$ cat src/hdl/fill_first_token_router_macros.svh
// ----------------------------------------------------------------------------
// Assertion macros for the fill-first token router.
// Each macro expects signals named clk and rst in the scope of its use.
// ----------------------------------------------------------------------------
`ifndef FILL_FIRST_TOKEN_ROUTER_MACROS_SVH
`define FILL_FIRST_TOKEN_ROUTER_MACROS_SVH

// Same-cycle implication, checked outside reset.
`define FFTR_ASSERT_IMP(label, ante, cons, msg) \
  label: assert property (@(posedge clk) disable iff (rst) (ante) |-> (cons)) \
    else $error(msg);

// Next-cycle implication, checked outside reset.
`define FFTR_ASSERT_NEXT(label, ante, cons, msg) \
  label: assert property (@(posedge clk) disable iff (rst) (ante) |=> (cons)) \
    else $error(msg);

`endif

$ cat src/hdl/fftr_pkg.sv
// ----------------------------------------------------------------------------
// fftr_pkg
// Constants, codes and types shared by the fill-first token router modules.
// ----------------------------------------------------------------------------
package fftr_pkg;

  // Store dimensions.
  localparam int NUM_RECEIVERS = 16;
  localparam int MAX_TOKENS    = 64;

  // Field widths.
  localparam int RID_W  = 4;
  localparam int TOK_W  = 7;
  localparam int PCT_W  = 7;
  localparam int SEQ_W  = 64;
  localparam int PROD_W = TOK_W + PCT_W;

  // Quota arithmetic: (total * percent + bias) / divisor.
  localparam int QUOTA_DIVISOR = 100;
  localparam int QUOTA_BIAS    = 99;
  // The division is a multiplication by ceil(2^19 / 100) and a shift by 19,
  // which is exact for every biased product that fits in PROD_W bits.
  localparam int QUOTA_RECIP   = 5243;
  localparam int QUOTA_SHIFT   = 19;
  localparam int RECIP_W       = 13;
  localparam int MUL_W         = PROD_W + RECIP_W;
  localparam int QUOTA_STEPS   = 2;
  localparam int STEP_W        = $clog2(QUOTA_STEPS);

  // Register reset value.
  localparam logic [PCT_W-1:0] PCT_RESET = PCT_W'(50);

  // Action codes of an input item.
  localparam logic ACT_ADD   = 1'b0;
  localparam logic ACT_BUILD = 1'b1;

  // Sequencer states of the top level.
  typedef enum logic [1:0] {
    ST_IDLE,
    ST_QUOTA,
    ST_SCAN,
    ST_EMPTY
  } fftr_state_t;

  // Status of the quota unit.
  typedef struct packed {
    logic busy;
    logic done;
  } fftr_qstat_t;

endpackage

$ cat src/hdl/fill_first_token_router.sv
// An add item is taken in the idle state; a build on an empty store goes to
// the empty state. Any other build is accepted, passes through the quota unit,
// then walks the receivers, one entry per token, passing over empty ones.
// The input takes one item at a time and is stalled until the build ends.
// Reset (rst, synchronous) clears the token counts, the total and the sequence
// number, and sets the usage percentage to 50.
// ----------------------------------------------------------------------------
// fill_first_token_router
// Counts free tokens per receiver and, on a build, hands out a quota of them
// starting at the lowest receiver id, one routing entry per token.
// ----------------------------------------------------------------------------
`include "fill_first_token_router_macros.svh"

module fill_first_token_router (
  input  logic                       clk,
  input  logic                       rst,
  // Configuration write channel.
  input  logic                       cfg_valid,
  output logic                       cfg_ready,
  input  logic [fftr_pkg::PCT_W-1:0] usage_percent,
  // Input channel.
  input  logic                       in_valid,
  output logic                       in_stall,
  input  logic                       action,
  input  logic [fftr_pkg::RID_W-1:0] receiver,
  // Output channel.
  output logic                       out_valid,
  input  logic                       out_stall,
  output logic [fftr_pkg::SEQ_W-1:0] sequence_id,
  output logic [fftr_pkg::RID_W-1:0] target,
  output logic                       last,
  output logic                       empty_res
);
  import fftr_pkg::*;

  fftr_state_t        state;
  fftr_state_t        state_next;
  logic [PCT_W-1:0]   percent;
  logic [TOK_W-1:0]   tokens [NUM_RECEIVERS];
  logic [TOK_W-1:0]   total;
  logic [SEQ_W-1:0]   next_sequence;
  logic [TOK_W-1:0]   count;
  logic [RID_W-1:0]   scan;
  logic [TOK_W-1:0]   cur_tokens;
  logic               in_accept;
  logic               out_free;
  logic               add_ok;
  logic               start_q;
  logic               emit;
  logic               skip;
  logic               load_empty;
  fftr_qstat_t        qstat;
  logic [TOK_W-1:0]   quota;

  // Quota unit.
  fftr_quota u_quota (
    .clk     (clk),
    .rst     (rst),
    .start   (start_q),
    .total   (total),
    .percent (percent),
    .status  (qstat),
    .quota   (quota)
  );

  assign cfg_ready  = 1'b1;
  assign in_accept  = in_valid && !in_stall;
  assign out_free   = !out_valid || !out_stall;
  assign cur_tokens = tokens[scan];

  // Next state.
  always_comb begin
    state_next = state;
    unique case (state)
      ST_IDLE: begin
        if (in_valid && (action == ACT_BUILD)) begin
          state_next = (total == '0) ? ST_EMPTY : ST_QUOTA;
        end
      end
      ST_QUOTA: begin
        if (qstat.done) begin
          state_next = ST_SCAN;
        end
      end
      ST_SCAN: begin
        if ((cur_tokens != '0) && out_free && (count == TOK_W'(1))) begin
          state_next = ST_IDLE;
        end
      end
      ST_EMPTY: begin
        if (out_free) begin
          state_next = ST_IDLE;
        end
      end
      default: state_next = ST_IDLE;
    endcase
  end

  // Sequencer outputs.
  always_comb begin
    in_stall   = 1'b1;
    add_ok     = 1'b0;
    start_q    = 1'b0;
    emit       = 1'b0;
    skip       = 1'b0;
    load_empty = 1'b0;
    unique case (state)
      ST_IDLE: begin
        in_stall = 1'b0;
        add_ok   = in_valid && (action == ACT_ADD) &&
                   ((RID_W + 1)'(receiver) < (RID_W + 1)'(NUM_RECEIVERS)) &&
                   ((TOK_W + 1)'(total) < (TOK_W + 1)'(MAX_TOKENS));
        start_q  = in_valid && (action == ACT_BUILD) && (total != '0);
      end
      ST_QUOTA: begin
      end
      ST_SCAN: begin
        skip = (cur_tokens == '0);
        emit = (cur_tokens != '0) && out_free;
      end
      ST_EMPTY: begin
        load_empty = out_free;
      end
      default: begin
      end
    endcase
  end

  // State register and configuration register.
  always_ff @(posedge clk) begin
    if (rst) begin
      state   <= ST_IDLE;
      percent <= PCT_RESET;
    end else begin
      state <= state_next;
      if (cfg_valid && cfg_ready) begin
        percent <= usage_percent;
      end
    end
  end

  // Token store, totals and sequence number.
  always_ff @(posedge clk) begin
    if (rst) begin
      for (int i = 0; i < NUM_RECEIVERS; i++) begin
        tokens[i] <= '0;
      end
      total         <= '0;
      next_sequence <= '0;
    end else begin
      if (add_ok) begin
        tokens[receiver] <= tokens[receiver] + TOK_W'(1);
        total            <= total + TOK_W'(1);
      end else if (emit) begin
        tokens[scan]  <= cur_tokens - TOK_W'(1);
        total         <= total - TOK_W'(1);
        next_sequence <= next_sequence + SEQ_W'(1);
      end
    end
  end

  // Walk position and tokens still to hand out in this build.
  always_ff @(posedge clk) begin
    if (qstat.done) begin
      count <= quota;
      scan  <= '0;
    end else if (skip) begin
      scan <= scan + RID_W'(1);
    end else if (emit) begin
      count <= count - TOK_W'(1);
    end
  end

  // Output register: holds one item until the receiving side takes it.
  always_ff @(posedge clk) begin
    if (rst) begin
      out_valid <= 1'b0;
    end else if (emit || load_empty) begin
      out_valid <= 1'b1;
    end else if (!out_stall) begin
      out_valid <= 1'b0;
    end
  end

  always_ff @(posedge clk) begin
    if (emit) begin
      sequence_id <= next_sequence;
      target      <= scan;
      last        <= (count == TOK_W'(1));
      empty_res   <= 1'b0;
    end else if (load_empty) begin
      sequence_id <= '0;
      target      <= '0;
      last        <= 1'b1;
      empty_res   <= 1'b1;
    end
  end

  `FFTR_ASSERT_IMP(a_count_le_total, state == ST_SCAN, (count != '0) && (count <= total), "walk count exceeds store")
  `FFTR_ASSERT_NEXT(a_full_drop, in_accept && (action == ACT_ADD) && ((TOK_W + 1)'(total) >= (TOK_W + 1)'(MAX_TOKENS)), $stable(total), "add into full store changed total")
  `FFTR_ASSERT_IMP(a_seq_follow, out_valid && !empty_res, (sequence_id + SEQ_W'(1)) == next_sequence, "sequence number out of step")
  `FFTR_ASSERT_IMP(a_empty_last, out_valid && empty_res, last, "empty item without last")

endmodule

$ cat src/hdl/fftr_quota.sv
// ----------------------------------------------------------------------------
// fftr_quota
// Works out the build quota with one shared multiplier used in two passes:
// first the product of total and percent, then a reciprocal multiplication
// for the division. The result is clamped to the range one to total.
// ----------------------------------------------------------------------------
`include "fill_first_token_router_macros.svh"

module fftr_quota (
  input  logic                       clk,
  input  logic                       rst,
  input  logic                       start,
  input  logic [fftr_pkg::TOK_W-1:0] total,
  input  logic [fftr_pkg::PCT_W-1:0] percent,
  output fftr_pkg::fftr_qstat_t      status,
  output logic [fftr_pkg::TOK_W-1:0] quota
);
  import fftr_pkg::*;

  logic                active;
  logic                done;
  logic [STEP_W-1:0]   step;
  logic [PROD_W-1:0]   rem;
  logic [TOK_W-1:0]    quot;
  logic [TOK_W-1:0]    total_l;
  logic [PCT_W-1:0]    percent_l;
  logic                first;
  logic [PROD_W-1:0]   mul_a;
  logic [RECIP_W-1:0]  mul_b;
  logic [MUL_W-1:0]    mul_p;

  // Shared multiplier: the first pass forms total * percent, the second
  // scales the biased product by the reciprocal of the divisor.
  assign first = (step != '0);
  assign mul_a = first ? PROD_W'(total_l) : rem;
  assign mul_b = first ? RECIP_W'(percent_l) : RECIP_W'(QUOTA_RECIP);
  assign mul_p = MUL_W'(mul_a) * MUL_W'(mul_b);

  // Control: stay active through both passes, then flag completion.
  always_ff @(posedge clk) begin
    if (rst) begin
      active <= 1'b0;
      done   <= 1'b0;
    end else begin
      done <= 1'b0;
      if (start) begin
        active <= 1'b1;
      end else if (active && (step == '0)) begin
        active <= 1'b0;
        done   <= 1'b1;
      end
    end
  end

  // Datapath: capture the operands, add the bias, then take the quotient bits.
  always_ff @(posedge clk) begin
    if (start) begin
      quot      <= '0;
      step      <= STEP_W'(QUOTA_STEPS - 1);
      total_l   <= total;
      percent_l <= percent;
    end else if (active) begin
      if (first) begin
        rem <= PROD_W'(mul_p) + PROD_W'(QUOTA_BIAS);
      end else begin
        quot <= mul_p[QUOTA_SHIFT +: TOK_W];
      end
      step <= step - STEP_W'(1);
    end
  end

  // Clamp: at least one token, never more than the store holds.
  always_comb begin
    if (quot == '0) begin
      quota = TOK_W'(1);
    end else if (quot > total_l) begin
      quota = total_l;
    end else begin
      quota = quot;
    end
  end

  assign status.busy = active;
  assign status.done = done;

  `FFTR_ASSERT_IMP(a_quota_range, done, (quota != '0) && (quota <= total_l), "quota out of range")
  `FFTR_ASSERT_NEXT(a_no_restart, active && !start, active || done, "quota unit stopped early")

endmodule
$ cat config.mk
export PLATFORM = sky130hd
export DESIGN_NAME = fill_first_token_router
export DESIGN_NICKNAME = d
export VERILOG_FILES = /design/src/hdl/fftr_pkg.sv /design/src/hdl/fill_first_token_router.sv /design/src/hdl/fftr_quota.sv
export VERILOG_INCLUDE_DIRS = /design/src /design/src/hdl
export SDC_FILE = /design/constraint.sdc
export NUM_CORES = 1
export LEC_CHECK = 0
export ABC_AREA = 1
export BUFFER_PORTS_ARGS = -buffer_cell sky130_fd_sc_hd__buf_2
export CELL_PAD_IN_SITES_DETAIL_PLACEMENT = 1
export CELL_PAD_IN_SITES_GLOBAL_PLACEMENT = 1
export CORE_MARGIN = 5
export CORE_UTILIZATION = 45
export CTS_BUF_LIST = sky130_fd_sc_hd__clkbuf_8 sky130_fd_sc_hd__clkbuf_16
export CTS_CLUSTER_DIAMETER = 30
export DETAILED_ROUTE_END_ITERATION = 8
export GPL_TIMING_DRIVEN = 0
export PLACE_DENSITY = 0.87
export SYNTH_ARGS = -nofsm -noshare
export SYNTH_HDL_FRONTEND = slang
export SYNTH_SLANG_ARGS = --single-unit
$ cat constraint.sdc
create_clock -name clk -period 14.9 [get_ports clk]
set_input_delay 0 -clock clk [delete_from_list [all_inputs] [get_ports clk]]
set_output_delay 0 -clock clk [all_outputs]
set_load 0.005 [all_outputs]
# Yosys cells after proc, flatten, opt, wreduce, memory -nomap -nowiden
# Memories as Yosys holds them, arrays and structs flattened. A register that Yosys moved wholly into a read port is not among the register bits.
# Cells that the tools add are included.
# totals
ff_bits,200
ram_bits,112
in_bits,17
out_inout_bits,73
wordCells,123
memories,1
# memory_table
memory,depth,word_bits,read_ports,rd_clocked_by_memory_dff,wr,line,source
tokens,16,7,2,1,16,fill_first_token_router.sv:39,logic [TOK_W-1:0] tokens [NUM_RECEIVERS];
# op_classes
addsub,9
n_mul,1
order_cmp,2
eq_ne,10
n_mux,49
bitwise,4
reduce_logical,29
# op_table
operator,n
64-bit two-way mux,2
64-bit by 1-bit adder with 64-bit output (second input constant),1
7-bit two-way mux,9
14-bit by 13-bit multiplier with 26-bit output,1
1-bit two-way mux,24
4-bit two-way mux,6
7-bit zero test,3
7-bit by 1-bit subtractor with 7-bit output (second input constant),3
14-bit by 7-bit adder with 14-bit output (second input constant),1
7-bit by 1-bit adder with 7-bit output (second input constant),2
14-bit two-way mux,1
7-bit nonzero test,2
7-bit OR reduction,2
13-bit two-way mux,1
2-bit two-way mux,5
2-bit by 1-bit inequality test with 1-bit output (second input constant),4
2-bit one-hot mux with 4 select lines,1
2-bit nonzero test,4
7-bit by 1-bit == test with 1-bit output (second input constant),1
7-bit > comparator,1
1-bit logical AND,7
7-bit less-than comparator (second input constant),1
2-bit AND reduction,3
4-bit by 1-bit adder with 4-bit output (second input constant),1
11 further kinds,18

# Depth between registers and ports, before layout
# depth
word_depth,10
mapped_depth,27
mapped_depth_nobuf,26

# Modules after synthesis
# From an unflattened synthesis, not the netlist that was laid out.
# unflattened
hier_cells,2692
hier_area_um2,21647.0
# modules_own_cells
mod,instances,cells_per_inst,area_per_inst_um2,seq_area_each_um2
fill_first_token_router,1,1815,14988.1,7447.1
fftr_quota,1,877,6658.9,1041.0

# Least setup slack after synthesis
# OpenSTA, ideal clock, no wires.
# synth_path
kind,register to register
startpoint,reg out_valid
endpoint,reg last (enable)
setup_ps,593
arrival_ps,5490
required_ps,14307
path_slack_ps,8817
path_stages_with_launch,4
n_path_buf,0
synth_period_minus_slack_ps,6083
cell_sequence,dfxtp_1 > nand2_1 > inv_1 > o21ai_0
# synth_between
elab_chain_cells,5
elab_cells_between_ends,6
cone_classes,mux (2); reduce/logical (4)
# synth_lines
item,line,source
start: declaration,fill_first_token_router.sv:27,"output logic out_valid,"
start signal: assignment,fill_first_token_router.sv:177,out_valid <= 1'b0;
start signal: assignment,fill_first_token_router.sv:179,out_valid <= 1'b1;
start signal: assignment,fill_first_token_router.sv:181,out_valid <= 1'b0;
1-bit zero test (*),fill_first_token_router.sv:68,assign out_free = !out_valid || !out_stall;
1-bit logical OR (*),fill_first_token_router.sv:68,
1-bit logical AND,fill_first_token_router.sv:119,emit = (cur_tokens != '0) && out_free;
1-bit two-way mux,fill_first_token_router.sv:107,unique case (state)
2-bit nonzero test (no source line) (*),-,
end signal: assignment,fill_first_token_router.sv:189,last <= (count == TOK_W'(1));
end: declaration,fill_first_token_router.sv:31,"output logic last,"
# Every way passes the cells marked *; elsewhere a longest branch is shown, timed or not.
# A chain may end at the register's enable or synchronous reset.

# Worst setup path in the final report
# layout_path
startpoint,"reg u_quota.step, in the netlist u_quota.first"
endpoint,"reg u_quota.rem[12], data pin"
# layout_between
elab_chain_cells,3
elab_cells_between_ends,4
cone_classes,add/sub (1); mul (1); mux (2)
# layout_lines
item,line,source
start: declaration,fftr_quota.sv:22,logic [STEP_W-1:0] step;
start signal: assignment,fftr_quota.sv:59,step <= STEP_W'(QUOTA_STEPS - 1);
start signal: assignment,fftr_quota.sv:68,step <= step - STEP_W'(1);
14-bit two-way mux / 13-bit two-way mux (equally long branches),"fftr_quota.sv:35, fftr_quota.sv:36",
14-bit by 13-bit multiplier with 26-bit output (*),fftr_quota.sv:37,assign mul_p = MUL_W'(mul_a) * MUL_W'(mul_b);
14-bit by 7-bit adder with 14-bit output (*),fftr_quota.sv:64,rem <= PROD_W'(mul_p) + PROD_W'(QUOTA_BIAS);
end signal: assignment,fftr_quota.sv:64,
end: declaration,fftr_quota.sv:23,logic [PROD_W-1:0] rem;
# Marks and branches as above.

==> impl_metrics.toml <==
[status]
outcome = "finished, final reports clean"

[synth]
synth.top_cell.area_share_pct = 30.9
postSynthAreaPerCell_sq_um = 8.33
netlist.top_cell.by_area = "edfxtp_1"
yosysUniqueCellTypes = 56
synthFlopType = "edfxtp_1"
synth-async-reset-ratio_pct = 0
seq_area_frac_synth_pct = 40.5
synth_seq_cells = 316
yosys_warnings = 0
syn_inst = 2516
ys_top_cells_by_area = "edfxtp_1, dfxtp_1, fa_1"
netlist_area_sq_um = 21000
synth-edff-count = 216

[layout]
final_area_sq_um = 25300
nFillCells = 5460
nets = 2924
regArea_sq_um = 8490
drive_gt1_share_pct = 12.3
area.growth.synth_to_final_pct = 20.7
multi_input_area_sq_um = 10400

[timing]
rsz0062_at_grt = "false"
setup_viol = 0
final.period_utilization_pct = 44.5
slew_violations = 0
layout_min_cycle_time_ns = 6.64
max_freq_ghz = 0.151
hold_viol_final = 0
slew_headroom_pct = 2.48
finClkSkew_ns = 0.0345
tns_ns = 0
tightest_slew_ns = 1.45

[routing]
vias = 19700
drt_wl_total_um = 80500
wl_per_cell_um = 23.8
drc = 0
ant_nets = 0
firstDrtPassIters = 5
via_per_inst = 5.83
drt_iter0_markers = 1768

[min_path]
hp-class = "input port to register"
hold_end = "next_sequence[26]"
worstHoldStart = "rst"
whs_path_depth = 3

[setup_path]
r2r_slack_ns = 8.26
required_ns = 15.26
crit_path_end_kind = "register"
critPathLaunchType = "register"
worstSetupPathType = "register to register"
path_max_fanout = 10
worstPathArrival_ns = 7.00
path_cells = "clkbuf_1 > clkbuf_1 > nand2_1 > o21ai_0 > nor2_1 > fa_1 > inv_1 > fa_1 > inv_1 > ha_1 > ha_1 > inv_1 > fa_1 > inv_1 > ha_1 > a21oi_1 > nand2_1 > xor2_1 > o21ai_0 > nor2_1 > nand2_1 > nor2_1 > nand2_1 > xnor2_1"
crit_slowest_cell = "fa_1"
crit_start = "u_quota.first"
crit_family = "adder cells"
critical_path.max_stage_delay_ns = 0.58
critPathBufInv = 6
r2r_start = "u_quota.first"
r2r-end = "u_quota.rem[12]"
worstRegToRegCells = 24

[grt]
antenna_found_initial = 1
grt_pass1_vias = 21700
overflow = 0
grt_pass1_wl_um = 123000
grt_max_degree = 34
gr-usage-all-layers_pct = 31.2

[clock_network]
cts_made_buffers = 78
htreeDepth = 3
clock-sinks = 316
cts_resized = 0
clock_path_buffers = 3
cts_tree = "built"
clk_pin_slew_worst_paths_ns = 0.06
worstSkewPairLatency_ns = 0.63
clockRootBuffer = "clkbuf_16"

[place]
gp_congestion = 1.08
hpwlAfterDp_um = 57100
numPortBuffers = 83
place_area_sq_um = 22200

[die]
start_util_pct = 45.2
fp.dieArea_sq_um = 51000
die_h_um = 226
io_pins = 90
num_rows = 79
core_sq_um = 46400
die_w_um = 226

[flow_run]
drv_cap = 0
through the flow:
stage / setup WS, ns / cells / utilization [%] / hold slack [ns]
finish: 8.26 / 3383 / 54.6 / 0.0882
global route: 8.01 / 3383 / 54.6 / 0.153
CTS: 8.40 / 3382 / 54.6 / 0.0907
detailed placement: 8.52 / 3215 / 48.0 / 0.223
global placement: 6.64 / 3212 / 47.8 / 0.213
floorplan: 8.82 / 2522 / - / 0.122
worst max path at each step:
| stage | endpoint | slack [ns] | cells past startpoint |
|---|---|---|---|
| 2_1_floorplan | last | 8.82 | 3 |
| 5_1_grt | u_quota.rem[12] | 8.01 | 24 |
| 3_3_place_gp | sequence_id[49] | 6.64 | 3 |
| 3_5_place_dp | u_quota.quot[0] | 8.52 | 26 |
| 4_1_cts | u_quota.quot[3] | 8.40 | 25 |
| 6_report | u_quota.rem[12] | 8.26 | 24 |
area by class of cell:
type | count | area share, %
multi-input cells | 1703 | 41.3
plain buffers | 95 | 2.12
inverters | 408 | 6.06
clock buffers | 84 | 8.18
flip-flops and latches | 316 | 33.6
repair buffers | 108 | 2.73
clock inverters | 61 | 3.06
diodes | 1 | 0.00989
well taps | 607 | 3.00
cell families (layout without fill, tap and decap cells):
logic type | Yosys count | in the layout | share of synthesized area [%]
xor gates and xnor gates | 61 | 61 | 2.55
buffers and inverters | 503 | 756 | 9.87
and+or+nand+nor | 1103 | 1103 | 23.6
DFF | 316 | 316 | 40.5
other | 2 | 9 | 0.0358
adders and majority gates | 197 | 197 | 14.5
AOI/OAI and AO/OA | 334 | 334 | 8.97
layer usage:
metal,global-route usage (%),part of all wire [%],wire [um]
met5,0,0,0
met4,19.6,6.9,5580
met3,6.17,6.2,4950
met2,55.5,50,40600
met1,34.1,36,29300
Yosys cell counts, drive strengths merged (40+ instances only):
| master | instances |
|---|---|
| nor3 | 107 |
| edfxtp | 216 |
| o211ai | 40 |
| nor2 | 352 |
| nand2 | 401 |
| fa | 77 |
| dfxtp | 100 |
| a21oi | 135 |
| nand3 | 161 |
| ha | 120 |
| buf | 64 |
| xor2 | 48 |
| o21ai | 129 |
| inv | 406 |
registers in the layout (all words and copies together) (netlist names), 2 cells and up, named ones only:
signal	count
scan	4
u_quota.percent_l	7
target	4
sequence_id	64
total	7
u_quota.quot	7
state	2
next_sequence	64
percent	7
u_quota.rem	14
count	7
u_quota.total_l	7
tokens	112
worst reg2reg max path, stage by stage, from the launching register on:
cell and delay [ns]:
dfxtp_1 0.42, clkbuf_1 0.38, clkbuf_1 0.50, nand2_1 0.13
o21ai_0 0.28, nor2_1 0.14, fa_1 0.58, inv_1 0.07
fa_1 0.56, inv_1 0.07, ha_1 0.31, ha_1 0.31
inv_1 0.07, fa_1 0.57, inv_1 0.06, ha_1 0.38
a21oi_1 0.23, nand2_1 0.13, xor2_1 0.30, o21ai_0 0.27
nor2_1 0.22, nand2_1 0.07, nor2_1 0.15, nand2_1 0.09
xnor2_1 0.13
what timing repair did:
item	4_1_cts	5_1_grt
endpoints found under the hold margin	9	0
buffers inserted	0	0
hold buffers	22	0
placed cells by master, fill, tap and decap left out, types with 9 or more instances in the layout:
| cell | instances |
|---|---|
| nor2_1 | 342 |
| clkbuf_16 | 81 |
| nor3_1 | 86 |
| clkinvlp_4 | 9 |
| nand2_2 | 15 |
| clkbuf_1 | 31 |
| edfxtp_1 | 216 |
| buf_6 | 12 |
| nand4_1 | 30 |
| clkinv_1 | 12 |
| ha_1 | 120 |
| dfxtp_1 | 100 |
| nand2_1 | 386 |
| dlygate4sd3_1 | 22 |
| o21ai_0 | 117 |
| buf_2 | 124 |
| inv_1 | 407 |
| xnor2_1 | 13 |
| fa_1 | 77 |
| nor4_1 | 23 |
| bufinv_16 | 13 |
| xor2_1 | 48 |
| nand3_1 | 156 |
| a21oi_1 | 135 |
| nor3_2 | 21 |
| o211ai_1 | 39 |
Power is not shown: default switching activity piles up to over one toggle a cycle in this logic, so the estimate is an artifact.
